===== src/rtl/assert_macros.svh =====
// Assertion macros used by the top-level RTL file of the ratio estimator.
// Depends on nothing; files that assert include it by name.
`ifndef ASSERT_MACROS_SVH
`define ASSERT_MACROS_SVH
`ifndef NO_ASSERTIONS
`define SPO2_ASSERT_IMPL(lbl, ante, cons) \
   lbl: assert property (@(posedge clock) disable iff (reset) (ante) |-> (cons)) \
      else $error("assertion failed");
`define SPO2_ASSERT_NEXT(lbl, ante, cons) \
   lbl: assert property (@(posedge clock) disable iff (reset) (ante) |=> (cons)) \
      else $error("assertion failed");
`else
`define SPO2_ASSERT_IMPL(lbl, ante, cons)
`define SPO2_ASSERT_NEXT(lbl, ante, cons)
`endif
`endif


===== src/rtl/spo2_pkg.sv =====
// Shared constants for the pulse oximetry ratio estimator.
// Depends on nothing; used by spo2_sqrt and the top level of the block.
package spo2_pkg;
   localparam int SAMPLE_PORT_W = 18;
   localparam int CSR_IDX_W     = 3;
   localparam int CSR_DATA_W    = 16;
   localparam int RADICAND_W    = 64;
   localparam int ROOT_W        = 36;
   localparam int ROOT_STEPS    = 36;
   localparam int RATIO_STEPS   = 16;

   localparam logic [2:0] STATUS_WARMUP = 3'd0;
   localparam logic [2:0] STATUS_NO_DC  = 3'd1;
   localparam logic [2:0] STATUS_WEAK   = 3'd2;
   localparam logic [2:0] STATUS_RANGE  = 3'd3;
   localparam logic [2:0] STATUS_UPDATE = 3'd4;

   localparam logic [2:0] CSR_VALID_MIN = 3'd0;
   localparam logic [2:0] CSR_VALID_MAX = 3'd1;
   localparam logic [2:0] CSR_WEIGHT    = 3'd2;
   localparam logic [2:0] CSR_MIN_IR    = 3'd3;
   localparam logic [2:0] CSR_MIN_RED   = 3'd4;
   localparam logic [2:0] CSR_OFFSET    = 3'd5;
   localparam logic [2:0] CSR_SLOPE     = 3'd6;

   localparam logic [15:0] DECAY_MUL   = 16'd63570;
   localparam logic [15:0] ONE_Q88     = 16'd256;
   localparam logic [8:0]  WEIGHT_FULL = 9'd256;
endpackage


===== src/rtl/spo2_sqrt.sv =====
// Iterative square root giving floor(16*sqrt(v)), one result bit per cycle.
// Depends on spo2_pkg.
module spo2_sqrt import spo2_pkg::*; (
   input  logic                  clock,
   input  logic                  reset,
   input  logic                  start,
   input  logic [RADICAND_W-1:0] radicand,
   output logic                  done,
   output logic [ROOT_W-1:0]     root
);
   localparam int REM_W = ROOT_W + 4;
   localparam int CNT_W = $clog2(ROOT_STEPS + 1);

   logic [RADICAND_W-1:0] val_ff;
   logic [REM_W-1:0]      rem_ff, rem_sh, trial;
   logic [ROOT_W-1:0]     root_ff;
   logic [CNT_W-1:0]      cnt_ff;
   logic                  busy_ff, done_ff;

   assign rem_sh = {rem_ff[REM_W-3:0], val_ff[RADICAND_W-1 -: 2]};
   assign trial  = REM_W'({root_ff, 2'b01});

   always_ff @(posedge clock) begin
      if (reset) begin
         busy_ff <= 1'b0;
         done_ff <= 1'b0;
      end else begin
         done_ff <= 1'b0;
         if (start) begin
            busy_ff <= 1'b1;
            cnt_ff  <= CNT_W'(ROOT_STEPS - 1);
            val_ff  <= radicand;
            rem_ff  <= '0;
            root_ff <= '0;
         end else if (busy_ff) begin
            val_ff <= val_ff << 2;
            if (rem_sh >= trial) begin
               rem_ff  <= rem_sh - trial;
               root_ff <= {root_ff[ROOT_W-2:0], 1'b1};
            end else begin
               rem_ff  <= rem_sh;
               root_ff <= {root_ff[ROOT_W-2:0], 1'b0};
            end
            cnt_ff <= cnt_ff - CNT_W'(1);
            if (cnt_ff == '0) begin
               busy_ff <= 1'b0;
               done_ff <= 1'b1;
            end
         end
      end
   end

   assign done = done_ff;
   assign root = root_ff;
endmodule


===== config.mk =====
export PLATFORM = sky130hd
export DESIGN_NAME = spo2_sqrt
export DESIGN_NICKNAME = d
export VERILOG_FILES = /design/src/rtl/assert_macros.svh /design/src/rtl/spo2_pkg.sv /design/src/rtl/spo2_sqrt.sv
export SDC_FILE = /design/constraint.sdc
export NUM_CORES = 1
export LEC_CHECK = 0
export BUFFER_PORTS_ARGS = -buffer_cell sky130_fd_sc_hd__buf_2
export CORE_AREA = 3 3 140 142
export DETAILED_ROUTE_END_ITERATION = 10
export DIE_AREA = 0 0 143 145
export GPL_TIMING_DRIVEN = 0
export PLACE_DENSITY_LB_ADDON = 0.08
export SKIP_LAST_GASP = 1
export SYNTH_ARGS = -nofsm -noshare
export SYNTH_HDL_FRONTEND = slang
export SYNTH_SLANG_ARGS = --single-unit

===== constraint.sdc =====
create_clock -name clock -period 8.4 [get_ports clock]
set_input_delay 0.42 -clock clock [delete_from_list [all_inputs] [get_ports clock]]
set_output_delay 0.42 -clock clock [all_outputs]
set_load 0.005 [all_outputs]

# --- Yosys cells after proc, flatten, opt, wreduce, memory -nomap -nowiden ---
# Index checks and enable logic that the tools add are counted.
word_totals:
  register_bits: 146
  out_inout_bits: 37
  elab_cells: 26
classes:
  addsub: 2
  n_lt_le_gt_ge: 1
  muxes: 11
  n_bitwise: 2
  reduce_logical: 4
op_table:
  columns: ["op", "count"]
  rows:
  - ["$mux W64", 2]
  - ["$mux W38", 2]
  - ["$ge A40 B38 Y1", 1]
  - ["$sub A38 B38 Y38", 1]
  - ["$mux W36", 1]
  - ["$logic_not A6 Y1", 1]
  - ["$mux W6", 1]
  - ["$sub A6 B1 Y6 const B", 1]
  - ["$mux W1", 5]
  - ["$reduce_or A3 Y1", 1]
  - ["$not A1 Y1", 2]
  - ["$reduce_and A2 Y1", 1]
  - ["$reduce_bool A2 Y1", 1]

# --- Logic depth before layout (Yosys ltp) ---
depth:
  depth_word: 4
  ltp_mapped: 14
  mapped_depth_nobuf: 11

# --- Least setup slack after synthesis ---
# Ideal clock, no wire load.
synth_path:
  path_kind: "input -> register"
  from: "input start"
  to: "register cnt_ff[0] (enable)"
  setup_ns: 0.649
  arrival_ns: 7.048
  required_ns: 7.751
  path_slack_ns: 0.703
  stages: 4
  n_path_buf: 2
  path_cell_list: "clkbuf_1 clkbuf_1 nor2_1 nor2_1"
synth_via:
  elab_chain_len: 2
synth_rtl:
  columns: ["element", "line_no", "rtl"]
  rows:
  - ["from (decl)", "spo2_sqrt.sv:6", "input logic start,"]
  - ["$reduce_bool A2 Y1 (no source line)", null, null]
  - ["$reduce_and A2 Y1 (no source line)", null, null]
  - ["to (signal assigned)", "spo2_sqrt.sv:31", "cnt_ff <= CNT_W'(ROOT_STEPS - 1);"]
  - ["to (signal assigned)", "spo2_sqrt.sv:44", "cnt_ff <= cnt_ff - CNT_W'(1);"]
  - ["to (decl)", "spo2_sqrt.sv:17", "logic [CNT_W-1:0] cnt_ff;"]
# No other way between the ends.
# A chain may end at the register's enable or synchronous reset.

# --- Worst setup path in the final report ---
layout_path:
  from: "register root_ff[0], in the netlist root[0]"
  to: "register rem_ff[37] (data pin)"
layout_via:
  elab_chain_len: 3
  word_cells_on_any_way: 4
layout_rtl:
  columns: ["element", "line_no", "rtl"]
  rows:
  - ["from (decl)", "spo2_sqrt.sv:16", "logic [ROOT_W-1:0] root_ff;"]
  - ["from (signal assigned)", "spo2_sqrt.sv:39", "root_ff <= {root_ff[ROOT_W-2:0], 1'b1};"]
  - ["from (signal assigned)", "spo2_sqrt.sv:42", "root_ff <= {root_ff[ROOT_W-2:0], 1'b0};"]
  - ["$sub A38 B38 Y38 or $ge A40 B38 Y1 (tied branches)", "spo2_sqrt.sv:38, spo2_sqrt.sv:37", null]
  - ["$mux W38 (*)", "spo2_sqrt.sv:37", "if (rem_sh >= trial) begin"]
  - ["$mux W38 (*)", "spo2_sqrt.sv:35", "end else if (busy_ff) begin"]
  - ["to (signal assigned)", "spo2_sqrt.sv:38", "rem_ff <= rem_sh - trial;"]
  - ["to (signal assigned)", "spo2_sqrt.sv:41", "rem_ff <= rem_sh;"]
  - ["to (decl)", "spo2_sqrt.sv:15", "logic [REM_W-1:0] rem_ff, rem_sh, trial;"]
# Every way passes the cells marked *; elsewhere a longest branch is shown, timed or not. The select of a mux whose other input is x is not followed.

==> impl_metrics.py <==
metrics = {
    "yosys": {
        "ys.flop_type": "edfxtp_1",
        "synth_fa_ha_area_frac": 0.0604,
        "netlist_top_cells_area": "edfxtp_1, mux2_2, ha_1",
        "synth_edf_count": 144,
        "synth_top_family_by_area": "compound AO/OA/AOI/OAI gates",
        "synth_fp_nets": 818,
        "synth_compound_area_frac": 0.114,
        "ys_types": 67,
        "synth-simple-area-share": 0.109,
        "avgSynthCellArea_sq_um": 11.7,
        "synth_top_area_cell": "edfxtp_1",
        "seq_area_frac_synth": 0.526,
        "yosys-mux-area-fraction": 0.113,
        "synth_seq_cells": 146,
        "syn_area_sq_um": 8290,
        "syn-instance-count": 711,
        "async_flop_share": 0,
        "synth_xor_area_frac": 0.0338,
        "yosys_warnings": 0,
        "yosysTopAreaCellShare": 0.521,
    },
    "grt": {
        "grt_pass1_wl_microns": 29900,
        "antenna_found_initial": 0,
        "grt_pass1_vias": 5963,
        "track_usage": 0.180,
        "overflow": 0,
        "grt_max_degree": 33,
    },
    "setup_path": {
        "worstPathMaxFanout": 6,
        "critPathBufInv": 1,
        "crit_path_top_delay_cell": "a221oi_2",
        "path_delay_family": "compound AO/OA/AOI/OAI gates",
        "regToRegStartpoint": "root[0]",
        "start_kind": "register",
        "crit_top_cell": "o211ai_1",
        "crit_required_ns": 8.57,
        "cp_data_arrival_time_ns": 3.60,
        "path_class": "reg2reg",
        "critPathCaptureType": "register",
        "critical_path_cell_count": 11,
        "path_cells": "inv_1 > ha_1 > o211ai_1 > o211ai_1 > o211a_1 > o21ai_0 > a31oi_1 > a221oi_2 > o21ai_1 > nor4b_1 > a311o_1",
        "crit_start": "root[0]",
        "ff2ff_path_depth": 11,
        "max_stage_delay_ns": 0.46,
    },
    "final_layout": {
        "fillCellCount": 1672,
        "drive_gt1_frac": 0.268,
        "regArea_sq_um": 4360,
        "nets": 944,
        "multi_input_area_sq_um": 3580,
        "area_growth_pct": 17.7,
        "diodes": 0,
        "design_area_sq_um": 9760,
        "final_util": 0.525,
    },
    "place": {
        "place.gp.congestion": 0.841,
        "port_buffers": 103,
        "dp_slack_ns": 5.01,
        "placed_area_sq_um": 9190,
        "dp_hpwl_microns": 13500,
    },
    "timing": {
        "fin_crit_ns": 3.44,
        "setup_violations": 0,
        "tightestPinTransition_ns": 0.815,
        "final_max_slew_viol_count": 0,
        "final.period_utilization": 0.409,
        "max_freq_mhz": 291,
        "max_slew_margin": 0.457,
        "rsz0062_at_grt": "no",
        "fin_skew_ns": 0.0120,
        "timing.hold.ws_ns": 0.224,
        "worst_slack_ns": 4.96,
        "hold_viol": 0,
    },
    "die": {
        "initial_core_util": 0.446,
        "fp.dieH_microns": 145,
        "rows": 50,
        "coreArea_sq_um": 18600,
        "ios": 104,
        "die_area_sq_um": 20700,
        "die_x_microns": 143,
    },
    "power": {
        "vdd_drop_max_uv": 146,
        "p_total_mw": 2.20,
        "powerDensity_nw_per_um2": 226,
        "power.leakage_nw": 4.05,
    },
    "routing": {
        "dr_total_vias": 5868,
        "drt_first_pass_iters": 7,
        "wire_per_inst_microns": 17.0,
        "wirelength_microns": 18400,
        "drt_iter0_markers": 302,
        "detail-route-antenna-nets": 0,
        "vias_per_cell": 5.41,
        "drcViolationCount": 0,
    },
    "cts": {
        "h-tree-depth": 4,
        "cts-root-buf": "clkbuf_16",
        "clk_pin_slew_worst_paths_ns": 0.06,
        "cts.path.max_buffers": 2,
        "numCtsBuffers": 17,
        "cts.sinks": 146,
        "clk_latency_ns": 0.42,
        "cts_tree": "done",
        "cts_setup_buffers": 0,
        "cts_resized": 0,
        "cts_hold_buffers": 0,
    },
    "worst_hold_path": {
        "hp-start": "reset",
        "min_path_type": "in2reg",
        "holdPathStages": 2,
    },
    "run": {
        "maxCapViolations": 0,
    },
    "status": {
        "run_status": "completed",
    },
}
[cell families after synthesis]
group | Yosys count
AOI/OAI and AO/OA | 133
xor gates and xnor gates | 32
adders and majority gates | 40
buffers and inverters | 83
DFF | 146
muxes | 86
and+or+nand+nor | 191
[synth_stat cells, types with 2 or more instances]
| master | number |
|---|---|
| a41oi_1 | 3 |
| buf_8 | 2 |
| edfxtp_1 | 144 |
| o211ai_1 | 6 |
| xnor2_1 | 17 |
| buf_6 | 2 |
| a21oi_1 | 36 |
| a41o_1 | 3 |
| o31ai_1 | 2 |
| nor4b_1 | 2 |
| or4_1 | 2 |
| nor3_1 | 10 |
| and4_1 | 6 |
| nor2_1 | 88 |
| xor2_1 | 15 |
| nand4_1 | 7 |
| and3_1 | 5 |
| o21bai_1 | 4 |
| a221oi_2 | 2 |
| a211oi_1 | 4 |
| buf_2 | 4 |
| nand2_1 | 33 |
| clkbuf_1 | 21 |
| mux2_2 | 62 |
| buf_1 | 4 |
| o21ai_1 | 3 |
| nand2b_1 | 2 |
| nand3_1 | 16 |
| a221oi_1 | 2 |
| mux2i_1 | 24 |
| and2_1 | 6 |
| ha_1 | 40 |
| a31oi_1 | 4 |
| o21ai_0 | 21 |
| inv_1 | 49 |
| dfxtp_1 | 2 |
| a21boi_0 | 2 |
| a211oi_2 | 5 |
| nor2b_1 | 4 |
| o21a_1 | 3 |
| a21o_1 | 18 |
[worst paths after layout]
kind                                   end  slack (ns)
worst max-delay path            rem_ff[37]        4.96
worst min-delay path               busy_ff        0.22
worst max register to register  rem_ff[37]        4.96
worst min register to register        done        0.52
[per-layer routing]
metal,part of all wire,up-vias,track usage
li1,-,2876,-
met1,0.45,2787,0.236
met2,0.47,167,0.287
met3,0.057,38,0.0491
met4,0.026,0,0.0632
met5,0,-,0
[area by class of cell]
type,instances,area share
Buffer,34,0.0176
Sequential cell,146,0.447
Tap cell,234,0.0300
Timing Repair Buffer,107,0.0610
Inverter,49,0.0188
Multi-Input combinational cell,482,0.367
Clock buffer,17,0.0436
Clock inverter,15,0.0147
[report_power, final]
part / switching [mW] / internal [mW]
Clock: 0.342 / 0.393
Sequential: 0.0277 / 0.883
Combinational: 0.316 / 0.240
[worst reg2reg max path, delay by kind of cell (launching register included)]
kind | cells | cell delay [ns]
compound gates | 8 | 2.11
flops | 1 | 0.41
fa+ha+maj | 1 | 0.39
simple gates | 1 | 0.17
buf+inv | 1 | 0.11
[flip-flops by register name (all words and copies together) (netlist names)]
| signal | count |
|---|---|
| busy_ff | 1 |
| rem_ff | 38 |
| val_ff | 64 |
| root | 36 |
| done | 1 |
| cnt_ff | 6 |
[metrics by stage]
stage	std cells	TNS, ns
final	1084	0
after global routing	1084	0
after CTS	1084	0
after detailed placement	1052	0
after global placement	1048	-362.29
after floorplan	711	0
[cells in the final DEF (no fill, tap or decap), drive strengths merged, types with 7 or more instances in the layout]
cell type,synthesis,final
clkbuf,22,39
a21oi,37,37
a211oi,9,9
buf,12,119
xor2,15,15
inv,49,57
mux2,62,62
clkinv,0,7
nor3,11,11
mux2i,24,24
xnor2,17,17
and2,8,8
nand3,16,16
nor2,88,88
o21ai,24,24
ha,40,40
edfxtp,144,144
a21o,18,18
nand2,33,33
nand4,7,7
Power figures use the tool's default switching activity.
