File: config.mk
export PLATFORM = sky130hd
export DESIGN_NAME = spo2_win_mem
export DESIGN_NICKNAME = d
export VERILOG_FILES = /design/src/rtl/assert_macros.svh /design/src/rtl/spo2_win_mem.sv
export SDC_FILE = /design/constraint.sdc
export NUM_CORES = 1
export LEC_CHECK = 0
export BUFFER_PORTS_ARGS = -buffer_cell sky130_fd_sc_hd__buf_4
export CAP_MARGIN = 20
export CORE_AREA = 2 2 356 252
export CTS_CLUSTER_DIAMETER = 80
export CTS_CLUSTER_SIZE = 24
export DETAILED_ROUTE_END_ITERATION = 6
export DIE_AREA = 0 0 358 254
export HOLD_SLACK_MARGIN = 0.03
export SYNTH_ARGS = -nofsm -noshare
export SYNTH_HDL_FRONTEND = slang
export SYNTH_SLANG_ARGS = --single-unit
File: constraint.sdc
create_clock -name clock -period 5.5 [get_ports clock]
set_input_delay 0.275 -clock clock [delete_from_list [all_inputs] [get_ports clock]]
set_output_delay 0.275 -clock clock [all_outputs]
set_load 0.01 [all_outputs]
File: src/rtl/assert_macros.svh
// Assertion macros used by the top-level RTL file of the ratio estimator.
// Depends on nothing; files that assert include it by name.
`ifndef ASSERT_MACROS_SVH
`define ASSERT_MACROS_SVH
`ifndef NO_ASSERTIONS
`define SPO2_ASSERT_IMPL(lbl, ante, cons) \
   lbl: assert property (@(posedge clock) disable iff (reset) (ante) |-> (cons)) \
      else $error("assertion failed");
`define SPO2_ASSERT_NEXT(lbl, ante, cons) \
   lbl: assert property (@(posedge clock) disable iff (reset) (ante) |=> (cons)) \
      else $error("assertion failed");
`else
`define SPO2_ASSERT_IMPL(lbl, ante, cons)
`define SPO2_ASSERT_NEXT(lbl, ante, cons)
`endif
`endif

File: src/rtl/spo2_win_mem.sv
// Sample window memory: one write and one registered read port per cycle.
// Depends on nothing.
module spo2_win_mem #(
   parameter int DEPTH = 25,
   parameter int DW    = 36,
   parameter int AW    = 5
) (
   input  logic          clock,
   input  logic          wr_en,
   input  logic [AW-1:0] wr_addr,
   input  logic [DW-1:0] wr_data,
   input  logic [AW-1:0] rd_addr,
   output logic [DW-1:0] rd_data
);
   logic [DW-1:0] mem_ff [DEPTH];
   logic [DW-1:0] rd_data_ff;

   always_ff @(posedge clock) begin
      if (wr_en) begin
         mem_ff[wr_addr] <= wr_data;
      end
      rd_data_ff <= mem_ff[rd_addr];
   end

   assign rd_data = rd_data_ff;
endmodule

Word-level counts from Yosys, hierarchy flattened
Memories as Yosys holds them, arrays and structs flattened. A register that Yosys moved wholly into a read port is not among the register bits.
Cells that the tools add are included.
{"block": "op_classes", "n_mux": 2}
{"cell": "1-bit 2-to-1 mux", "count": 2}
{"block": "word_totals", "regBits": 0, "ram_bits": 900, "in_bits": 48, "output_inout_bits": 36, "wordCells": 3, "n_memories": 1}
{"name": "mem_ff", "words": 25, "word_bits": 36, "read_ports": 1, "rd_clocked_by_memory_dff": 1, "write_ports": 1, "line_no": "spo2_win_mem.sv:15", "text": "logic [DW-1:0] mem_ff [DEPTH];"}

Longest topological paths before layout
Gate-level depths: netlist of the first run.
{"block": "depth", "depth_word": 2, "ltp_mapped": 8, "ltp_nobuf": 4}

Worst setup path before layout of the first run
OpenSTA, ideal clock, no wires.
{"block": "synth_path", "path_type": "in2reg", "start": "input port wr_addr[1]", "end": "memory mem_ff[20][0] (enable)", "setup_time_ns": 0.429, "arrival_time_ns": 2.439, "required_ns": 5.071, "path_slack_ns": 2.632, "cell_stages": 3, "n_path_buf": 1, "path_cell_list": "or3b_2 -> clkbuf_1 -> nor2_1"}
{"item": "start, declared", "line_no": "spo2_win_mem.sv:10", "text": "input logic [AW-1:0] wr_addr,"}
{"item": "end, declared", "line_no": "spo2_win_mem.sv:15"}
No word-level cell before the write port.

==> run summary, run 1 <==
Grt ovf = 0
# DRC = 0
Post-synthesis sequential area ratio = 79.9%
Synth Cell Area = 0.0347 mm^2
Syn Area/Cell = 23.5 um^2
Core Box Area = 0.0874 mm^2
Iter 0 DRT Violations = 2270
First-pass DRT Iterations = 5
Vias in the first global route = 16203
Input/output buffers = 83
Worst hold slack = 0.154 ns
CP max FO = 36
Critical Path AT = 2.68 ns
GRT Util Overall = 18.4%
Clock period minus worst slack = 2.14 ns
RePlAce Congestion = 0.728
Io pins = 84
Largest family of logic cells by synthesized area = multiplexers
Nets = 1668
CP startpoint kind = primary input
Worst relative slew slack = 26.4%
Peak VDD IR = 0.219 mV
Clk slew on worst S/H paths = 0.10 ns
Setup violators final = 0
CTS Buf Count = 45
Hold-fix buffers at CTS = 36
CTS tree = yes
Tightest Pin Transition = 1.10 ns
Flops & latches, synth = 936
Max-cap viol count = 0
Area share of fa/ha/maj cells after synthesis = 0%
Setup crit end kind = flip-flop
Share of cells above drive strength 1 = 25.5%
Setup Buffers After CTS = 0
Non-Filler Instances = 2815
Inserted Diodes = 0
DP Worst Slack = 2.69 ns
Largest cells by area after synthesis = edfxtp_1 (78%), mux4_2 (13%), dfxtp_1 (2.1%), o22ai_1 (1.0%), a22oi_1 (1.0%)
Most frequent cells in the layout = edfxtp_1 (900), mux4_2 (197), buf_4 (119)
Placed instance count = 2695
Post-DR wirelength/cell = 29.7 um
Final core utilization = 44.2%
Synth Area in Compound Gates = 3.39%
Peak Freq = 0.468 GHz
Post-synthesis xor/xnor area fraction = 0%
Post-synthesis cell type count = 37
Final Hold Viols = 0
WS Path Type = primary input to flip-flop
CP required = 6.05 ns
Final wirelength = 83600 um
Mapped Nets = 1528
Fill cells = 7342
Clock sinks = 936
Final period util = 38.9%
Largest net degree at the start of global routing = 122
Area grow syn2layout = 11.3%
Initial antenna violation count = 2
Die span in x = 358 um
Hold Crit Class = primary input to flip-flop
Simple-gate share of the synthesized area = 0.983%
Via count = 16245
Ys Warns = 0
Initial Util = 39.7%
Setup TNS = 0 ns
Commonest non-fill, non-tap cell in the layout = edfxtp_1
Clk_lat worst skew = 0.63 ns
RSZ-0062 raised after global routing = no
Antenna viol nets, final = 0
Mux contribution to synthesized area = 14.3%
Top cell type's share of synthesized area = 77.8%
Final Max Tran Viols = 0
Clk buf depth = 3
Post-CTS sizing = 0
Die Ht = 254 um
Die ar. = 0.0909 mm^2
Synth Instances = 1480
First-pass GRT wire length = 119000 um
Sequential cell area = 0.0277 mm^2
Leading area contributor after synthesis = edfxtp_1
PwrDens = 322 mW/mm^2
Final Skew = 0.0248 ns
H-tree depth = 2
Clock Tree Root = clkbuf_16
Row count = 91
Final HPWL DP = 46500 um
Leakage = 11.7 nW
Worst setup margin = 3.36 ns
Vias/cell = 5.77
Area of the multi-input gates = 0.00668 mm^2
Status = complete, no violations
per-stage QoR:
step | total power [mW] | area [um^2]
finish | 12.5 | 38700
global route | 12.8 | 38700
CTS | 12.5 | 38600
detailed placement | 8.82 | 36900
global placement | 8.80 | 36900
floorplan | 8.48 | 34700
Yosys cell counts:
cell and number:
buf_2 25, inv_1 2, o22ai_1 58, mux2_2 7, edfxtp_1 900, o21ai_0 19
buf_1 1, clkbuf_1 15, nor2_1 31, a211oi_1 14, nor2b_1 1, a22oi_1 48
clkbuf_2 1, buf_8 5, nand3_1 2, or3b_2 2, inv_2 1, nor4b_2 1
or3_1 2, buf_6 14, o221ai_1 10, o211ai_1 19, or2_2 3, nand2b_1 4
nor4bb_1 1, o22ai_2 2, nor3_1 3, buf_4 9, mux4_2 197, nand3b_1 5
dfxtp_1 36, nor2_2 1, nand2_1 7, buf_12 1, mux4_1 9, and2_1 4
mux2i_1 20
worst max-delay path: stages:
cell,delay [ns]
buf_4,0.49
buf_4,0.56
nand2b_1,0.29
buf_4,0.29
nor2_1,0.11
buf_4,0.27
a22oi_1,0.16
o211ai_1,0.12
path summary, 6_finish.rpt:
| check | endpoint | slack [ns] | depth (start not counted) | startpoint |
|---|---|---|---|---|
| setup reg to reg | rd_data[12] | 3.82 | 4 | mem_ff[1][12] |
| hold / removal | rd_data[21] | 0.15 | 3 | rd_addr[4] |
| setup / recovery | rd_data[31] | 3.36 | 8 | rd_addr[1] |
| hold reg to reg | rd_data[18] | 0.56 | 2 | mem_ff[24][18] |
registers in the layout (all words and copies together), names as in the netlist:
name / count
rd_data: 36
mem_ff: 900
power by group:
part / switching, mW / leakage [nW] / internal [mW]
combinational: 0.423 / 2.67 / 0.293
sequential: 0.0396 / 8.41 / 7.91
clock: 2.17 / 0.635 / 1.62
cell type report:
cell class	count	area share [%]
clock buffers	76	3.32
multi-input cells	470	17.3
well taps	1162	3.76
flip-flops and latches	936	71.8
clock inverters	4	0.107
inverters	3	0.0291
repair buffers	164	3.71
logic make-up after synthesis:
kind of cell / count (synthesis)
compound gates: 170
buf+inv: 74
flops: 936
mux: 233
simple gates: 67
per-layer routing:
metal	routed length (um)	share of wire [%]	global-route usage [%]
met5	0	0	0
met4	1070	1.3	3.19
met3	7900	9.5	4.27
met2	36500	44	26.3
met1	38100	46	29.1
Power figures use the tool's default switching activity.
==> run 2: changes to the inputs <==
- ABC_AREA: not set -> 1
- CORE_AREA: 2 2 356 252 -> 2 2 375 266
- DIE_AREA: 0 0 358 254 -> 0 0 377 268
- clock period: 5.5 -> 1.9 ns (I/O delays scaled with it)
==> run summary, run 2 <==
Status = complete, no violations
Post-synth EDFFs = 900 (unchanged)
Vias/cell = 5.05 (-12%)
Final HPWL DP = 63600 um (+37%)
Clock Tree Root = clkbuf_16
Area grow syn2layout = 13.9%
Synth Cell Area = 0.0386 mm^2 (+11%)
Post-synthesis cell type count = 19 (-49%)
Peak VDD IR = 0.603 mV (+180%)
Top cell type's share of synthesized area = 70.0% (-7.8 points)
Io pins = 84 (unchanged)
Total Power = 37.3 mW (+200%)
GRT Util Overall = 21.0% (+2.5 points)
Setup violators final = 0 (unchanged)
Tightest Pin Transition = 0.669 ns (-0.432 ns)
Row count = 96 (+5.5%)
Setup Buffers After CTS = 0 (unchanged)
# DRC = 0 (unchanged)
Syn Area/Cell = 11.0 um^2 (-53%)
Final Hold Viols = 0 (unchanged)
Worst relative slew slack = 55.4% (+29 points)
Largest reg by FF count = mem_ff
Clk_lat worst skew = 0.63 ns (about the same)
Die span in x = 377 um (+5.3%)
Critical Path AT = 1.48 ns (-1.20 ns)
Iter 0 DRT Violations = 2739 (+21%)
Clock power frac = 30.0% (-0.4 points)
CP max stage cell = dfxtp_1
Hold Crit Class = primary input to flip-flop
Logic gate share of total power = 8.1% (+2.3 points)
Switching pwr = 8.63 mW (+230%)
Mapped Nets = 3574 (+130%)
Max reg flops = 900 (unchanged)
CP max FO = 1 (-97%)
Post-synthesis sequential area ratio = 71.8% (-8.1 points)
Sequential share of power = 61.9% (-1.9 points)
Initial antenna violation count = 8 (+6)
Most frequent cells in the layout = nand2_1 (1137), edfxtp_1 (900), nand3_1 (651)
Flops & latches, synth = 936 (unchanged)
Share of cells above drive strength 1 = 9.81% (-16 points)
Internal power = 28.7 mW (+190%)
Core Box Area = 0.0973 mm^2 (+11%)
Leakage = 17.5 nW (+50%)
Via count = 25117 (+55%)
Clock sinks = 936 (unchanged)
Ys Warns = 0 (unchanged)
Setup crit end kind = output pin
Critical-path cell list = buf_4
Max-cap viol count = 0 (unchanged)
Switching fraction of total power = 23.1% (+2.0 points)
Die ar. = 0.101 mm^2 (+11%)
Leading area contributor after synthesis = edfxtp_1
Clk slew on worst S/H paths = 0.09 ns (about the same)
Most frequent cell after synthesis = nand2_1
Crit path buffers/inverters = 1 (-3)
CTS Buf Count = 45 (unchanged)
Commonest non-fill, non-tap cell in the layout = nand2_1
Largest net degree at the start of global routing = 82 (-33%)
Fill cells = 8828 (+20%)
Final Skew = 0.0249 ns (+0.0000636 ns)
Final wirelength = 106000 um (+27%)
RePlAce Congestion = 0.823 (+13%)
Slowest stage delay, CP = 0.64 ns (+0.08 ns)
CP startpoint kind = flip-flop
Hold-fix buffers at CTS = 40 (+11%)
Input/output buffers = 83 (unchanged)
Vias in the first global route = 23624 (+46%)
Post-DR wirelength/cell = 21.3 um (-28%)
CP required = 1.80 ns (-4.25 ns)
Clock period minus worst slack = 1.58 ns
CTS tree = yes
RSZ-0062 raised after global routing = no
Main flop type after synthesis = edfxtp_1
First-pass GRT wire length = 157000 um (+32%)
Post-CTS sizing = 0 (unchanged)
H-tree depth = 2 (unchanged)
Post-synth top cells = nand2_1 (1138), edfxtp_1 (900), nand3_1 (651), inv_1 (449), nor2_1 (89)
Largest cells by area after synthesis = edfxtp_1 (70%), nand2_1 (11%), nand3_1 (8.4%), inv_1 (4.4%), dfxtp_1 (1.9%)
WS Path Type = flip-flop to output pin
Clk buf depth = 3 (unchanged)
Synth Instances = 3526 (+140%)
Async SR Flop Fraction = 0% (unchanged)
Nets = 3713 (+120%)
Top delay family on crit path = flip-flops
Final Max Tran Viols = 0 (unchanged)
First-pass DRT Iterations = 5 (unchanged)
Final period util = 83.1%
Die Ht = 268 um (+5.5%)
PwrDens = 847 mW/mm^2 (+160%)
Initial Util = 39.7% (about the same)
Antenna viol nets, final = 0 (unchanged)
Peak Freq = 0.633 GHz
Setup TNS = 0 ns (unchanged)
Grt ovf = 0 (unchanged)
run 2: cell count changes in the layout (fill, tap and decap cells not counted), sizes merged, moves of 60 or more:
cell   change
buf      +111
inv      +450
nand2   +1131
mux4     -206
o22ai     -60
nand3    +649
run 2: final cells by class:
type                    instances  area (um^2)  share of cell area (%)
inverters                     454         1720                    3.92
clock buffers                  78         1270                    2.89
well taps                    1274         1590                    3.62
diodes                          1         2.50                 0.00569
clock inverters                 3         66.3                   0.151
flip-flops and latches        936        27700                    63.0
multi-input cells            1948         8500                    19.3
repair buffers                280         3110                    7.06
run 2: final timing paths:
kind / from / to / slack, ns / depth (start not counted)
setup / recovery: rd_data[20] / rd_data[20] / 0.32 / 1
hold / removal: rd_addr[0] / rd_data[34] / 0.15 / 10
setup reg to reg: mem_ff[16][31] / rd_data[31] / 0.64 / 7
hold reg to reg: mem_ff[24][34] / rd_data[34] / 0.56 / 4
run 2: layer usage:
metal | share of wire, % | track usage [%] | wire, um | up-vias
li1 | - | - | - | 11898
met1 | 47 | 32.1 | 49700 | 12166
met2 | 43 | 31.2 | 45800 | 943
met3 | 7.8 | 3.64 | 8300 | 106
met4 | 2.0 | 4.39 | 2100 | 4
met5 | 0.025 | 0 | 27 | -
run 2: cells by family (layout without fill, tap and decap cells):
family	count (synthesis)	in the layout	synth area share (%)
and+or+nand+nor	1924	1924	21.1
DFF	936	936	71.8
other	0	1	0
AOI/OAI and AO/OA	24	24	0.389
buffers and inverters	642	815	6.69
run 2: power by group through the flow:
stage | sequential [mW] | combinational (mW) | clock (mW)
floorplan | 23.5 | 1.46 | 0
global placement | 23.6 | 2.94 | 0
detailed placement | 23.5 | 2.95 | 0
CTS | 23.1 | 3.04 | 11.4
global route | 23.1 | 3.33 | 12.1
finish | 23.1 | 3.03 | 11.2
run 2: metrics by stage:
stage               util, %  hold slack (ns)  instance area, um^2  cells  worst slack, ns
floorplan                 -            0.194                38700   3526           -0.469
global placement       43.5            0.484                42300   4852            0.287
detailed placement     43.5            0.491                42300   4852            0.264
CTS                    45.2           0.0827                44000   4973            0.332
global route           45.2            0.197                44000   4973            0.302
finish                 45.2            0.148                44000   4974            0.321
==> run 3: changes to the inputs <==
- clock period: 1.9 -> 1.6 ns (I/O delays scaled with it)
==> run summary, run 3 (synthesis results as in run 2) <==
Status = finished with violations
Failing checks = setup timing
Critical Path AT = 1.53 ns (+0.05 ns)
Critical-path cell list = buf_4
Initial Util = 39.7% (unchanged)
FF-to-FF path depth = 7 (unchanged)
Tightest Pin Transition = 0.545 ns (-0.124 ns)
Clock power frac = 30.4% (+0.4 points)
Via count = 25231 (+0.45%)
Clk buf depth = 3 (unchanged)
CP max stage cell = dfxtp_1
Worst hold slack = 0.0717 ns (-0.0765 ns)
Switching pwr = 10.3 mW (+20%)
RSZ-0062 raised after global routing = no
Iter 0 DRT Violations = 2591 (-5.4%)
Vias/cell = 5.06 (+0.25%)
Antenna viol nets, final = 0 (unchanged)
Die span in x = 377 um (unchanged)
Post-DR wirelength/cell = 21.3 um (+0.20%)
Logic gate share of total power = 8.1% (about the same)
Die ar. = 0.101 mm^2 (unchanged)
Sequential share of power = 61.6% (-0.3 points)
Largest net degree at the start of global routing = 64 (-22%)
Peak VDD IR = 0.669 mV (+11%)
Largest reg by FF count = mem_ff
R2r setup slk = 0.34 ns (-0.30 ns)
Clk_lat worst skew = 0.64 ns (about the same)
Final Max Tran Viols = 0 (unchanged)
CP required = 1.52 ns (-0.28 ns)
Top delay family on crit path = flip-flops
Setup violators final = 1 (+1)
GRT Util Overall = 21.1% (+0.12 points)
CP max FO = 1 (unchanged)
First-pass GRT wire length = 158000 um (+0.35%)
Hold Crit Class = primary input to flip-flop
CTS Buf Count = 46 (+2.2%)
Clock sinks = 936 (unchanged)
Row count = 96 (unchanged)
Final Hold Viols = 0 (unchanged)
Slowest stage delay, CP = 0.67 ns (+0.03 ns)
Max reg flops = 900 (unchanged)
CP Capture Point = rd_data[24]
DP Worst Slack = 0.0647 ns (-0.200 ns)
Crit path depth = 1 (unchanged)
Internal power = 34.1 mW (+19%)
Setup crit end kind = output pin
Crit path buffers/inverters = 1 (unchanged)
Clk slew on worst S/H paths = 0.10 ns (about the same)
WS Path Type = flip-flop to output pin
Clock period minus worst slack = 1.61 ns
Die Ht = 268 um (unchanged)
Clock Tree Root = clkbuf_16
Crit path from = rd_data[24]
Worst relative slew slack = 63.6% (+8.2 points)
Area grow syn2layout = 14.6%
H-tree depth = 2 (unchanged)
Final core utilization = 45.5% (+0.26 points)
CTS tree = yes
Initial antenna violation count = 3 (-5)
Most frequent cells in the layout = nand2_1 (1137), edfxtp_1 (900), nand3_1 (651)
RePlAce Congestion = 0.780 (-5.3%)
PwrDens = 1000 mW/mm^2 (+18%)
Total Power = 44.4 mW (+19%)
Final period util = 100%
Final wirelength = 106000 um (+0.40%)
R2R Path End = rd_data[25]
Final HPWL DP = 61000 um (-4.0%)
Dpl cell area = 0.0425 mm^2 (+0.47%)
CP startpoint kind = flip-flop
Final Cell Area = 0.0443 mm^2 (+0.57%)
Vias in the first global route = 23857 (+0.99%)
Max-cap viol count = 0 (unchanged)
Share of cells above drive strength 1 = 10.1% (+0.27 points)
Worst setup margin = -0.00679 ns (-0.327 ns)
Peak Freq = 0.622 GHz
# DRC = 0 (unchanged)
Io pins = 84 (unchanged)
Switching fraction of total power = 23.2% (+0.092 points)
First-pass DRT Iterations = 6 (+1)
Leakage = 17.6 nW (+0.58%)
Grt ovf = 0 (unchanged)
Final Skew = 0.0247 ns (-0.000199 ns)
Commonest non-fill, non-tap cell in the layout = nand2_1
Input/output buffers = 83 (unchanged)
Post-CTS sizing = 0 (unchanged)
R2r startpoint = mem_ff[17][25]
Core Box Area = 0.0973 mm^2 (unchanged)
Nets = 3719 (+0.16%)
==> run 3: cell types whose count changed in the layout (fill, tap and decap cells not counted), sizes merged <==
cell    before  now
clkinv       1    5
inv        455  456
bufinv       1    0
diode        1    2
buf        239  244
==> run 3: per-layer routing <==
metal	share of wire (%)	vias up	track usage (%)
li1	-	11916	-
met1	46	12236	31.4
met2	44	950	32.3
met3	7.8	129	3.60
met4	2.1	0	4.74
met5	0	-	0
==> run 3: through the flow <==
| step | setup TNS (ns) | cells |
|---|---|---|
| global placement | 0 | 4857 |
| detailed placement | 0 | 4857 |
| global route | 0 | 4982 |
| CTS | 0 | 4982 |
| floorplan | -136.39 | 3526 |
| finish | -0.00679 | 4984 |
==> run 3: worst min-delay path by stage <==
stage / startpoint / to / slack [ns] / depth (start not counted)
2_1_floorplan: wr_data[0] / mem_ff[0][0] / 0.18 / 0
3_3_place_gp: wr_data[27] / mem_ff[24][27] / 0.47 / 1
3_5_place_dp: wr_data[27] / mem_ff[24][27] / 0.46 / 1
4_1_cts: wr_addr[0] / mem_ff[20][21] / 0.04 / 5
5_1_grt: wr_addr[0] / mem_ff[20][21] / 0.07 / 5
6_report: wr_addr[0] / mem_ff[20][21] / 0.07 / 5
==> run 3: repair_timing <==
item	in CTS	in global routing
hold buffers	40	0
setup buffers	0	0
hold endpoints to repair	957	0
==> run 3: final cells by class <==
cell class	instances	area, um^2
Timing Repair Buffer	285	3300
Inverter	454	1720
Sequential cell	936	27700
Clock buffer	78	1300
Multi-Input combinational cell	1948	8510
Antenna cell	2	5.00
Fill cell	8826	53000
Tap cell	1274	1590
Clock inverter	7	87.6
==> run 3: power by group through the flow <==
stage	registers (mW)	logic (mW)	clock network, mW
finish	27.4	3.58	13.5
global route	27.4	3.95	14.6
CTS	27.4	3.60	13.8
detailed placement	27.9	3.50	0
global placement	27.9	3.47	0
floorplan	27.9	1.75	0
