File: src/rtl/assert_macros.svh
// Assertion macros used by the top-level RTL file of the ratio estimator.
// Depends on nothing; files that assert include it by name.
`ifndef ASSERT_MACROS_SVH
`define ASSERT_MACROS_SVH
`ifndef NO_ASSERTIONS
`define SPO2_ASSERT_IMPL(lbl, ante, cons) \
   lbl: assert property (@(posedge clock) disable iff (reset) (ante) |-> (cons)) \
      else $error("assertion failed");
`define SPO2_ASSERT_NEXT(lbl, ante, cons) \
   lbl: assert property (@(posedge clock) disable iff (reset) (ante) |=> (cons)) \
      else $error("assertion failed");
`else
`define SPO2_ASSERT_IMPL(lbl, ante, cons)
`define SPO2_ASSERT_NEXT(lbl, ante, cons)
`endif
`endif

File: src/rtl/spo2_div.sv
// Restoring divider by a narrow divisor, one quotient bit per cycle.
// Depends on nothing.
module spo2_div #(
   parameter int DW = 36,
   parameter int NW = 5
) (
   input  logic          clock,
   input  logic          reset,
   input  logic          start,
   input  logic [DW-1:0] dividend,
   input  logic [NW-1:0] divisor,
   output logic          done,
   output logic [DW-1:0] quotient
);
   localparam int CNT_W = $clog2(DW + 1);

   logic [DW-1:0]  dvd_ff, quo_ff;
   logic [NW-1:0]  dsr_ff, rem_ff;
   logic [NW:0]    rem_sh;
   logic [CNT_W-1:0] cnt_ff;
   logic           busy_ff, done_ff;

   assign rem_sh = {rem_ff, dvd_ff[DW-1]};

   always_ff @(posedge clock) begin
      if (reset) begin
         busy_ff <= 1'b0;
         done_ff <= 1'b0;
      end else begin
         done_ff <= 1'b0;
         if (start) begin
            busy_ff <= 1'b1;
            cnt_ff  <= CNT_W'(DW - 1);
            dvd_ff  <= dividend;
            dsr_ff  <= divisor;
            rem_ff  <= '0;
            quo_ff  <= '0;
         end else if (busy_ff) begin
            dvd_ff <= dvd_ff << 1;
            if (rem_sh >= {1'b0, dsr_ff}) begin
               rem_ff <= NW'(rem_sh - {1'b0, dsr_ff});
               quo_ff <= {quo_ff[DW-2:0], 1'b1};
            end else begin
               rem_ff <= NW'(rem_sh);
               quo_ff <= {quo_ff[DW-2:0], 1'b0};
            end
            cnt_ff <= cnt_ff - CNT_W'(1);
            if (cnt_ff == '0) begin
               busy_ff <= 1'b0;
               done_ff <= 1'b1;
            end
         end
      end
   end

   assign done     = done_ff;
   assign quotient = quo_ff;
endmodule

File: config.mk
export PLATFORM = sky130hd
export DESIGN_NAME = spo2_div
export DESIGN_NICKNAME = d
export VERILOG_FILES = /design/src/rtl/assert_macros.svh /design/src/rtl/spo2_div.sv
export SDC_FILE = /design/constraint.sdc
export NUM_CORES = 1
export LEC_CHECK = 0
export ABC_AREA = 0
export BUFFER_PORTS_ARGS = -buffer_cell sky130_fd_sc_hd__clkbuf_2
export CORE_ASPECT_RATIO = 0.8
export CORE_UTILIZATION = 54
export CTS_CLUSTER_DIAMETER = 30
export CTS_CLUSTER_SIZE = 14
export DETAILED_ROUTE_END_ITERATION = 8
export GPL_TIMING_DRIVEN = 0
export PLACE_DENSITY = 0.85
export SLEW_MARGIN = 20
export SYNTH_ARGS = -nofsm -noshare
export SYNTH_HDL_FRONTEND = slang
export SYNTH_SLANG_ARGS = --single-unit
File: constraint.sdc
create_clock -name clock -period 5.8 [get_ports clock]
set_clock_uncertainty 0.1 [all_clocks]
set_input_delay 0.29 -clock clock [delete_from_list [all_inputs] [get_ports clock]]
set_output_delay 0.29 -clock clock [all_outputs]
set_load 0.02 [all_outputs]
; ---- Word level (Yosys, flattened, before mapping)
; Cells that the tools add are included.
[totals]
ff_bits = 90
inputBits = 44
out_inout_bits = 37
elab_cells = 28
[op_classes]
addsub = 2
magnitude_cmp = 1
muxes = 11
bitwise_logic = 2
n_reduce_logical = 5
[ops]
columns = cell, count
row1 = $mux W36, 3
row2 = $mux W5, 2
row3 = $ge A6 B5 Y1, 1
row4 = $logic_not A6 Y1, 1
row5 = $mux W6, 1
row6 = $sub A6 B1 Y6 const B, 1
row7 = $mux W1, 5
row8 = $sub A5 B5 Y5, 1
row9 = $reduce_and A2 Y1, 2
row10 = $reduce_or A3 Y1, 1
row11 = $not A1 Y1, 2
row12 = $reduce_bool A2 Y1, 1

; ---- Logic depth before layout (Yosys ltp)
; Gate-level depths: netlist of run 1.
[depth]
ltp_word = 4
depth_mapped = 8
ltp_nobuf = 8

; ---- Worst setup path before layout of run 1
; Ideal clock, no wire load.
[synth_path]
path_type = input port to flip-flop
startpoint = input start
endpoint = register cnt_ff[0] (enable)
setup_ns = 0.525
arrival_time_ns = 4.174
t_required_ns = 5.175
setup_slack_ns = 1.001
stages = 4
path_buffers = 2
cell_sequence = buf_2 > buf_2 > nor2_1 > nor2_1
[synth_via]
elab_chain_cells = 2
[synth_rtl]
columns = element, line_no
row1 = "start, declared", spo2_div.sv:9  ; input logic start,
row2 = $reduce_bool A2 Y1 (no line), --
row3 = $reduce_and A2 Y1 (no line), --
row4 = "end signal, assigned", spo2_div.sv:33  ; cnt_ff <= CNT_W'(DW - 1);
row5 = "end signal, assigned", spo2_div.sv:47  ; cnt_ff <= cnt_ff - CNT_W'(1);
row6 = "end, declared", spo2_div.sv:20  ; logic [CNT_W-1:0] cnt_ff;
; No other way between the ends.
; A chain may end at the register's enable or synchronous reset.

; ---- Final worst setup path of run 1
[layout_path]
startpoint = register dvd_ff[35]
endpoint = register rem_ff[4] (data pin)
[layout_via]
elab_chain_cells = 3
word_cells_on_any_way = 4
cone_classes = 1 x add/sub / 1 x order compare / 2 x mux
[layout_rtl]
columns = element, line_no
row1 = "start, declared", spo2_div.sv:17  ; logic [DW-1:0] dvd_ff, quo_ff;
row2 = "start signal, assigned", spo2_div.sv:34  ; dvd_ff <= dividend;
row3 = "start signal, assigned", spo2_div.sv:39  ; dvd_ff <= dvd_ff << 1;
row4 = $sub A5 B5 Y5 / $ge A6 B5 Y1 (equally long branches), "spo2_div.sv:41, spo2_div.sv:40"
row5 = $mux W5 *, spo2_div.sv:40  ; if (rem_sh >= {1'b0, dsr_ff}) begin
row6 = $mux W5 *, spo2_div.sv:38  ; end else if (busy_ff) begin
row7 = "end signal, assigned", spo2_div.sv:41  ; rem_ff <= NW'(rem_sh - {1'b0, dsr_ff});
row8 = "end signal, assigned", spo2_div.sv:44  ; rem_ff <= NW'(rem_sh);
row9 = "end, declared", spo2_div.sv:18  ; logic [NW-1:0] dsr_ff, rem_ff;
; Every way passes the cells marked *; elsewhere a longest branch is shown, timed or not. The select of a mux whose other input is x is not followed.

==> results of run 1 <==
-- cell usage after synthesis (all sizes together) (2+ instances only) --
library cell  count
ha                7
a211oi            2
edfxtp           88
o2bb2ai           2
nand3             3
nor2             12
inv              10
xnor2             4
xor2              3
a21oi             3
mux2             35
dfxtp             2
and2              2
clkbuf            3
nor2b            36
nand2             8
nor3              2
buf               6
-- state kept, by name, summed over array words and instances (netlist names) --
register and count:
rem_ff 5, dvd_ff 36, done 1, quotient 36, busy_ff 1, cnt_ff 6, dsr_ff 5
-- how the worst max path moves through the flow --
stage | start | endpoint | slack, ns | cells after the start
3_5_place_dp | dvd_ff[35]$_DFFE_PP_ | rem_ff[4]$_SDFFCE_PP0P_ | 3.49 | 8
6_report | dvd_ff[35]$_DFFE_PP_ | rem_ff[4]$_SDFFCE_PP0P_ | 3.48 | 8
3_3_place_gp | start | dvd_ff[21]$_DFFE_PP_ | -0.49 | 4
2_1_floorplan | start | cnt_ff[0]$_SDFFCE_PP1P_ | 1.00 | 4
4_1_cts | dvd_ff[35]$_DFFE_PP_ | rem_ff[4]$_SDFFCE_PP0P_ | 3.48 | 8
5_1_grt | dvd_ff[35]$_DFFE_PP_ | rem_ff[4]$_SDFFCE_PP0P_ | 3.41 | 8
-- cell type report --
type	instances	area, sq um	share of cell area (%)
Multi-Input combinational cell	125	1030	22.2
Clock inverter	7	101	2.18
Tap cell	84	105	2.26
Buffer	9	41.3	0.890
Sequential cell	90	2680	57.8
Clock buffer	9	124	2.67
Inverter	10	37.5	0.809
Timing Repair Buffer	87	520	11.2
-- worst max-delay path, cell delays in order (launching register included) --
cell and delay (ns):
edfxtp_1 0.41, inv_1 0.08, ha_1 0.15, inv_1 0.05, fa_1 0.42, a21oi_1 0.30, o221ai_4 0.22, and2_4 0.21
o2bb2ai_1 0.12
-- power groups by stage --
stage / sequential, mW / clock, mW / combinational [mW]
after floorplan: 0.816 / 0 / 0.0921
after global placement: 0.803 / 0 / 0.153
after detailed placement: 0.798 / 0 / 0.168
after CTS: 0.784 / 0.493 / 0.172
after global routing: 0.788 / 0.517 / 0.187
final: 0.784 / 0.485 / 0.170
-- metal layers --
metal	wire length, um	vias to the layer above
li1	-	1045
met1	3100	1047
met4	79	0
met3	413	7
met5	0	-
met2	3020	69
-- cells in the final DEF (no fill, tap or decap), types with 2 or more instances in the layout --
cell type and n:
a211oi_1 2, a21oi_1 2, buf_16 2, buf_2 6
bufinv_16 2, clkbuf_1 3, clkbuf_2 79, clkbuf_8 9
dfxtp_1 2, dlygate4sd3_1 5, edfxtp_1 88, ha_1 7
inv_1 10, mux2_2 35, nand2_1 8, nand3_1 2
nor2_1 11, nor2b_1 36, nor3_1 2, o2bb2ai_1 2
xnor2_1 4, xor2_1 3
-- timing repair --
item / 4_1_cts / 5_1_grt
setup buffers: 0 / 0
hold buffers: 5 / 0
setup endpoints to repair: 0 / 0
hold endpoints to repair: 5 / 0
-- per-stage QoR --
stage	util [%]	instances
finish	70.6	421
floorplan	-	234
global route	70.6	421
global placement	65.2	397
detailed placement	66.4	400
CTS	70.6	421
-- cells by family (layout without fill, tap and decap cells) --
| group | Yosys count | count (layout) | share of synthesized area (%) |
|---|---|---|---|
| buffers and inverters | 19 | 122 | 2.08 |
| adder cells (fa/ha/maj) | 8 | 8 | 2.84 |
| XOR/XNOR | 7 | 7 | 1.62 |
| multiplexers | 36 | 36 | 10.7 |
| AND/OR/NAND/NOR | 65 | 65 | 9.56 |
| flip-flops | 90 | 90 | 70.9 |
| AO/OA/AOI/OAI | 9 | 9 | 2.28 |
==> flow_summary.json, run 1 <==
{
  "nets": 384,
  "first_pass_iters": 4,
  "crit_path_end_kind": "flip-flop",
  "holdPathEnd": "busy_ff$_SDFF_PP0_",
  "powerDensity_nw_per_um2": 310,
  "min_period_ns": 2.32,
  "dp_slack_ns": 3.49,
  "synth.cell_area_sq_um": 3780,
  "port_buffers": 79,
  "remaining_drc_errors": 0,
  "ir_drop_uv": 179,
  "gp_congestion": 0.828,
  "clk_pin_slew_ns": 0.09,
  "worstPathMaxFanout": 8,
  "critPathLaunchType": "flip-flop",
  "grt_antenna_before_repair": 0,
  "wire_per_inst_um": 15.7,
  "syn-num-nets": 286,
  "synth_cell_type_count": 27,
  "clkLatencyLatePin_ns": 0.36,
  "worstHoldPathType": "in2reg",
  "avgSynthCellArea_sq_um": 16.2,
  "tightest_slew_ns": 0.443,
  "areaGrowthSynthToFinish_pct": 22.7,
  "ff2ff_path_depth": 8,
  "die_w_um": 95.6,
  "yosys_warnings": 0,
  "antenna_left": 0,
  "worstReg2RegStart": "dvd_ff[35]$_DFFE_PP_",
  "critical_path_class": "reg2reg",
  "rows": 26,
  "synth_edf_count": 88,
  "hp-start": "reset",
  "timing.hold.ws_ns": 0.0736,
  "cts_sinks": 90,
  "grt_max_degree": 30,
  "pwr-share-seq_pct": 54.5,
  "synth_cells": 234,
  "fin_crit_sh_pct": 40.0,
  "leakagePower_nw": 1.82,
  "grtUsageMet3_pct": 7.14,
  "ioPinCount": 81,
  "cts_made_buffers": 9,
  "ys.flop_type": "edfxtp_1",
  "clockPowerShare_pct": 33.7,
  "clockBufferDepth": 2,
  "grt.overflow.total": 0,
  "vias": 2168,
  "setup_viol": 0,
  "dieArea_sq_um": 7350,
  "switchingPower_uw": 347,
  "fmax_mhz": 431,
  "first_global_vias": 2152,
  "r2r-end": "rem_ff[4]$_SDFFCE_PP0P_",
  "relSlewSlack_pct": 70.4,
  "place_area_sq_um": 4370,
  "core-area_sq_um": 6570,
  "outcome": "complete, no violations",
  "routed_wl_um": 6610,
  "worst_slack_ns": 3.48,
  "rsz0062_at_grt": "no",
  "die_y_um": 76.9,
  "reg2reg_slack_ns": 3.48,
  "clock-root-buffer": "clkbuf_8",
  "grtUsageMet2_pct": 29.9,
  "fillCellCount": 476,
  "setup_tns_ns": 0,
  "grt.met1_usage_pct": 27.4,
  "cts_tree": "built",
  "maxCapViolations": 0,
  "crit_required_ns": 5.81,
  "swShare_pct": 24.1,
  "drt_iter0_markers": 53,
  "hold-path-cell-count": 2,
  "p_int_mw": 1.09,
  "synth.yosys.seq_area_share_pct": 70.9,
  "cts_resized": 0,
  "via_per_inst": 5.15,
  "stdcell_area_sq_um": 4640,
  "drv_slew": 0,
  "yosys_register_bits": 90,
  "synth_top_cell_by_area": "edfxtp_1",
  "grt_pass1_wl_um": 10700,
  "drive_gt1_share_pct": 42.7,
  "gr-usage-all-layers_pct": 19.9,
  "synthTopCellsByArea": "edfxtp_1 70%, mux2_2 10%, nor2b_1 6.0%, ha_1 2.3%, nor2_1 1.2%",
  "htreeDepth": 3,
  "crit_arrival_ns": 2.33,
  "detailed_place_hpwl_um": 4520,
  "initial_utilization_pct": 57.6,
  "diodes": 0,
  "synth_top_area_share_pct": 69.9,
  "top_usage_layer": "met2",
  "power_mw": 1.44,
  "power_frac_comb_pct": 11.8,
  "async_flop_share_pct": 0,
  "hold_viol_final": 0
}
Note: power is estimated with default switching activity, not from simulation.
==> run 2: changes to the inputs <==
CORE_UTILIZATION = 49   (was 54)
PLACE_DENSITY = 0.82   (was 0.85)
clock period = 2 ns   (was 5.8 ns; I/O delays follow)
==> run 2 against run 1 <==
Compared with the run above: the run now ends with negative setup slack left; core utilization is 2.2 points lower; count of clock-buffer cells in the layout stayed put; critical path depth stayed put; first-iteration DRC count is 94% higher; non-clock buffer count is 39 higher; sequential share of layout area is 5.0 points lower; fmax is 14% higher; final area is 9.5% higher; flip-flop and latch count stayed put.
==> flow_summary.json, run 2 (synthesis results as in run 1) <==
{
  "outcome": "finished, violations left",
  "violations": "negative setup slack",
  "hp-start": "start",
  "crit_start": "dvd_ff[35]$_DFFE_PP_",
  "worst_path_max_delay_cell": "edfxtp_1",
  "vias": 2341,
  "gp_congestion": 0.751,
  "rsz0062_at_grt": "yes",
  "holdPathEnd": "cnt_ff[0]$_SDFFCE_PP1P_",
  "worstHoldPathType": "in2reg",
  "areaGrowthSynthToFinish_pct": 34.3,
  "worst_slack_ns": -0.0325,
  "crit_arrival_ns": 2.06,
  "ioPinCount": 81,
  "r2r-end": "rem_ff[3]$_SDFFCE_PP0P_",
  "grt_max_degree": 28,
  "worstPathMaxFanout": 7,
  "clk_pin_slew_ns": 0.09,
  "cp_top_family": "adder cells",
  "critPathBufInv": 2,
  "via_per_inst": 4.87,
  "grt.overflow.total": 0,
  "drive_gt1_share_pct": 41.0,
  "first_pass_iters": 4,
  "clockBufferDepth": 2,
  "htreeDepth": 3,
  "first_global_vias": 2273,
  "grt_antenna_before_repair": 0,
  "initial_utilization_pct": 50.9,
  "stdcell_area_sq_um": 5080,
  "relSlewSlack_pct": 60.4,
  "ir_drop_uv": 410,
  "dieArea_sq_um": 8080,
  "hold_viol_final": 0,
  "die_y_um": 80.6,
  "dp_slack_ns": -0.120,
  "port_buffers": 79,
  "power_mw": 4.11,
  "cp_slowest_stage_delay_ns": 0.39,
  "detailed_place_hpwl_um": 4450,
  "cts_made_buffers": 9,
  "fmax_mhz": 492,
  "drt_iter0_markers": 103,
  "crit_required_ns": 2.02,
  "clkLatencyLatePin_ns": 0.36,
  "post-route-util_pct": 68.4,
  "reg2reg_slack_ns": -0.03,
  "crit_path_end_kind": "flip-flop",
  "rows": 28,
  "final_common_cell": "edfxtp_1",
  "nets": 423,
  "leakagePower_nw": 1.98,
  "cts_sinks": 90,
  "fillCellCount": 566,
  "grt_pass1_wl_um": 11100,
  "core-area_sq_um": 7430,
  "wire_per_inst_um": 14.4,
  "cts_tree": "built",
  "multi_input_area_sq_um": 1060,
  "regArea_sq_um": 2680,
  "diodes": 0,
  "setup_viol": 2,
  "worstReg2RegStart": "dvd_ff[35]$_DFFE_PP_",
  "fin_crit_sh_pct": 102,
  "clock-root-buffer": "clkbuf_8",
  "antenna_left": 0,
  "min_period_ns": 2.03,
  "hold-path-cell-count": 3,
  "ff2ff_path_depth": 8,
  "drv_slew": 0,
  "critPathLaunchType": "flip-flop",
  "timing.hold.ws_ns": 0.0700,
  "gr-usage-all-layers_pct": 18.8,
  "final_cell_mix": "88 x edfxtp_1, 79 x clkbuf_2, 42 x dlygate4sd3_1",
  "critical_path_class": "reg2reg",
  "powerDensity_nw_per_um2": 808,
  "place_area_sq_um": 4420,
  "die_w_um": 100,
  "routed_wl_um": 6930,
  "tightest_slew_ns": 0.593,
  "remaining_drc_errors": 0,
  "maxCapViolations": 0,
  "path_cells": "inv_1 -> ha_2 -> inv_2 -> fa_2 -> a21oi_4 -> o221ai_4 -> and2_4 -> o2bb2ai_2"
}
## run 2: changes by cell type in the layout (fill, tap and decap cells not counted), sizes merged
| cell | delta |
|---|---|
| dlygate4sd3 | +37 |
| buf | +2 |
| bufinv | -1 |
| clkinvlp | +1 |
## run 2: per-layer routing
metal	track usage [%]	routed length (um)
met5	0	0
met4	6.96	123
met3	6.01	360
met2	30.4	3320
met1	23.8	3130
## run 2: area by class of cell
class	instances	area share (%)
multi-input combinational	125	21.0
inverter	10	0.739
clock inverter	7	1.50
clock buffer	9	2.44
buffer	9	1.13
timing repair buffer	126	17.8
tap	105	2.59
sequential	90	52.8
## run 2: worst max path at each step
stage                                  to  slack [ns]  depth (start not counted)
6_report          rem_ff[3]$_SDFFCE_PP0P_       -0.03                          8
2_1_floorplan     cnt_ff[0]$_SDFFCE_PP1P_       -0.12                          2
4_1_cts           rem_ff[4]$_SDFFCE_PP0P_       -0.05                          8
5_1_grt           rem_ff[4]$_SDFFCE_PP0P_       -0.12                          8
3_5_place_dp      rem_ff[3]$_SDFFCE_PP0P_       -0.12                          8
3_3_place_gp   quotient[18]$_SDFFCE_PP0P_       -0.63                          4
## run 2: per-stage QoR
step / cells / setup TNS (ns)
finish: 481 / -0.0625
global route: 481 / -0.425
CTS: 481 / -0.101
detailed placement: 421 / -0.240
global placement: 418 / -52.27
floorplan: 234 / -9.95
## run 2: tightest hold or removal path, stage by stage
cell and delay (ns):
buf_8 0.10, inv_1 0.13, nand2_1 0.09
## run 2: timing repair
| item | in CTS | in global routing |
|---|---|---|
| buffers inserted | 2 | 0 |
| resized for setup | 4 | 1 |
| hold endpoints to repair | 42 | 0 |
| gates cloned | 0 | 0 |
| endpoints found under the setup margin | 5 | 6 |
| hold buffers | 42 | 0 |
| pin swaps | 4 | 3 |
## run 2: where the power goes
part,leakage (nW),internal (mW),switching [mW],total [mW]
Sequential,0.864,2.22,0.0501,2.27
Clock,0.0962,0.586,0.662,1.25
Combinational,1.02,0.292,0.294,0.587
Total,1.98,3.10,1.01,4.11
==> run 3: changes to the inputs <==
TNS_END_PERCENT = 1   (was default)
==> run 3 against run 2 <==
Compared with the run above: the flow still finishes with violations (negative setup slack); clock power up 20%; sequential power about the same; routed wire length is 1.9% higher; worst hold slack better by 0.034 ns; count of clock-buffer cells in the layout unchanged; critical path type unchanged; sequential share of layout area fell by 0.91 points; setup slack gained 0.0033 ns; highest routed layer unchanged.
==> flow_summary.json, run 3 (synthesis results as in run 1) <==
{
  "outcome": "finished, violations left",
  "dp_slack_ns": -0.279,
  "grt_max_degree": 31,
  "post-route-util_pct": 69.6,
  "worstPathMaxFanout": 6,
  "cts_made_buffers": 9,
  "dr_wl_met2_um": 3390,
  "clkLatencyLatePin_ns": 0.35,
  "fin_crit_sh_pct": 101,
  "worstHoldPathType": "in2reg",
  "top_layer_used": "met4",
  "ir_drop_uv": 555,
  "grt.overflow.total": 0,
  "min_period_ns": 2.03,
  "port_buffers": 79,
  "rsz0062_at_grt": "yes",
  "relSlewSlack_pct": 57.5,
  "first_global_vias": 2323,
  "gr-usage-all-layers_pct": 19.1,
  "dieArea_sq_um": 8080,
  "leakagePower_nw": 2.02,
  "nets": 427,
  "place_area_sq_um": 4420,
  "final_cell_mix": "88 x edfxtp_1, 79 x clkbuf_2, 42 x dlygate4sd3_1",
  "powerDensity_nw_per_um2": 848,
  "cp_slowest_stage_delay_ns": 0.41,
  "die_y_um": 80.6,
  "tightest_slew_ns": 0.636,
  "wire_per_inst_um": 14.6,
  "antenna_left": 0,
  "crit_path_end": "rem_ff[0]$_SDFFCE_PP0P_",
  "critical_path_class": "reg2reg",
  "remaining_drc_errors": 0,
  "crit_required_ns": 2.00,
  "drt_iter0_markers": 74,
  "detailed_place_hpwl_um": 4500,
  "clk_pin_slew_ns": 0.09,
  "ioPinCount": 81,
  "grt_pass1_wl_um": 11300,
  "r2r-end": "rem_ff[0]$_SDFFCE_PP0P_",
  "cts_tree": "built",
  "instances_no_fill": 485,
  "dr_wl_met3_um": 423,
  "routed_wl_um": 7070,
  "worst_path_max_delay_cell": "edfxtp_1",
  "violations": "negative setup slack",
  "worstReg2RegStart": "dvd_ff[35]$_DFFE_PP_",
  "cts_sinks": 90,
  "hold_viol_final": 0,
  "worst_slack_ns": -0.0292,
  "place_inst": 421,
  "first_pass_iters": 4,
  "crit_cells": 9,
  "power_mw": 4.39,
  "htreeDepth": 3,
  "setup_viol": 3,
  "core-area_sq_um": 7430,
  "diodes": 0,
  "clock-root-buffer": "clkbuf_8",
  "setup_tns_ns": -0.0417,
  "ff2ff_path_depth": 9,
  "stdcell_area_sq_um": 5170,
  "wl_met1_um": 3130,
  "critPathLaunchType": "flip-flop",
  "crit_top_cell": "inv_2",
  "critPathBufInv": 3,
  "drive_gt1_share_pct": 42.1,
  "maxCapViolations": 0,
  "crit_arrival_ns": 2.03,
  "gp_congestion": 0.757,
  "timing.hold.ws_ns": 0.104,
  "crit_path_end_kind": "flip-flop",
  "die_w_um": 100,
  "vias": 2334,
  "drv_slew": 0,
  "via_per_inst": 4.81,
  "cp_top_family": "adder cells",
  "initial_utilization_pct": 50.9,
  "clockBufferDepth": 2,
  "reg2reg_slack_ns": -0.03,
  "path_cells": "inv_2 -> ha_4 -> inv_2 -> fa_2 -> a21oi_4 -> o221ai_4 -> buf_4 -> nor2_1 -> a211oi_2",
  "rows": 28,
  "fmax_mhz": 493,
  "areaGrowthSynthToFinish_pct": 36.7,
  "crit_start": "dvd_ff[35]$_DFFE_PP_",
  "final_common_cell": "edfxtp_1",
  "grt_antenna_before_repair": 0
}
run 3: worst min path at each step:
stage / from / cells after the start / endpoint
3_3_place_gp: divisor[0] / 1 / dsr_ff[0]$_DFFE_PP_
4_1_cts: start / 3 / cnt_ff[5]$_SDFFCE_PP1P_
6_report: start / 3 / cnt_ff[5]$_SDFFCE_PP1P_
2_1_floorplan: reset / 1 / busy_ff$_SDFF_PP0_
5_1_grt: start / 3 / cnt_ff[5]$_SDFFCE_PP1P_
3_5_place_dp: divisor[4] / 1 / dsr_ff[4]$_DFFE_PP_
run 3: final cells by class:
class                           instances  area, sq um
Timing Repair Buffer                  130          936
Tap cell                              105          131
Clock buffer                            9          124
Buffer                                  9         57.6
Sequential cell                        90         2680
Clock inverter                          7          124
Inverter                               10         37.5
Multi-Input combinational cell        125         1080
Fill cell                             548         2260
run 3: worst min-delay path, cell delays in order:
cell     delay [ns]
buf_8          0.10
inv_1          0.15
nand2_1        0.09
run 3: power by group:
| part | switching [mW] | internal [mW] | total (mW) |
|---|---|---|---|
| clock network | 0.654 | 0.841 | 1.50 |
| registers | 0.0531 | 2.22 | 2.28 |
| logic | 0.301 | 0.313 | 0.614 |
| total | 1.01 | 3.38 | 4.39 |
run 3: what timing repair did:
action                                  4_1_cts  5_1_grt
setup buffers                                 4        2
resized for setup                             7        3
hold endpoints to repair                     42        0
endpoints found under the setup margin        6       36
hold buffers                                 42        0
pin swaps                                     3        2
run 3: per-layer routing:
layer / vias to the layer above / track usage, %
li1: 1127 / -
met1: 1116 / 23.5
met2: 80 / 31.8
met3: 11 / 6.09
met4: 0 / 6.96
met5: - / 0
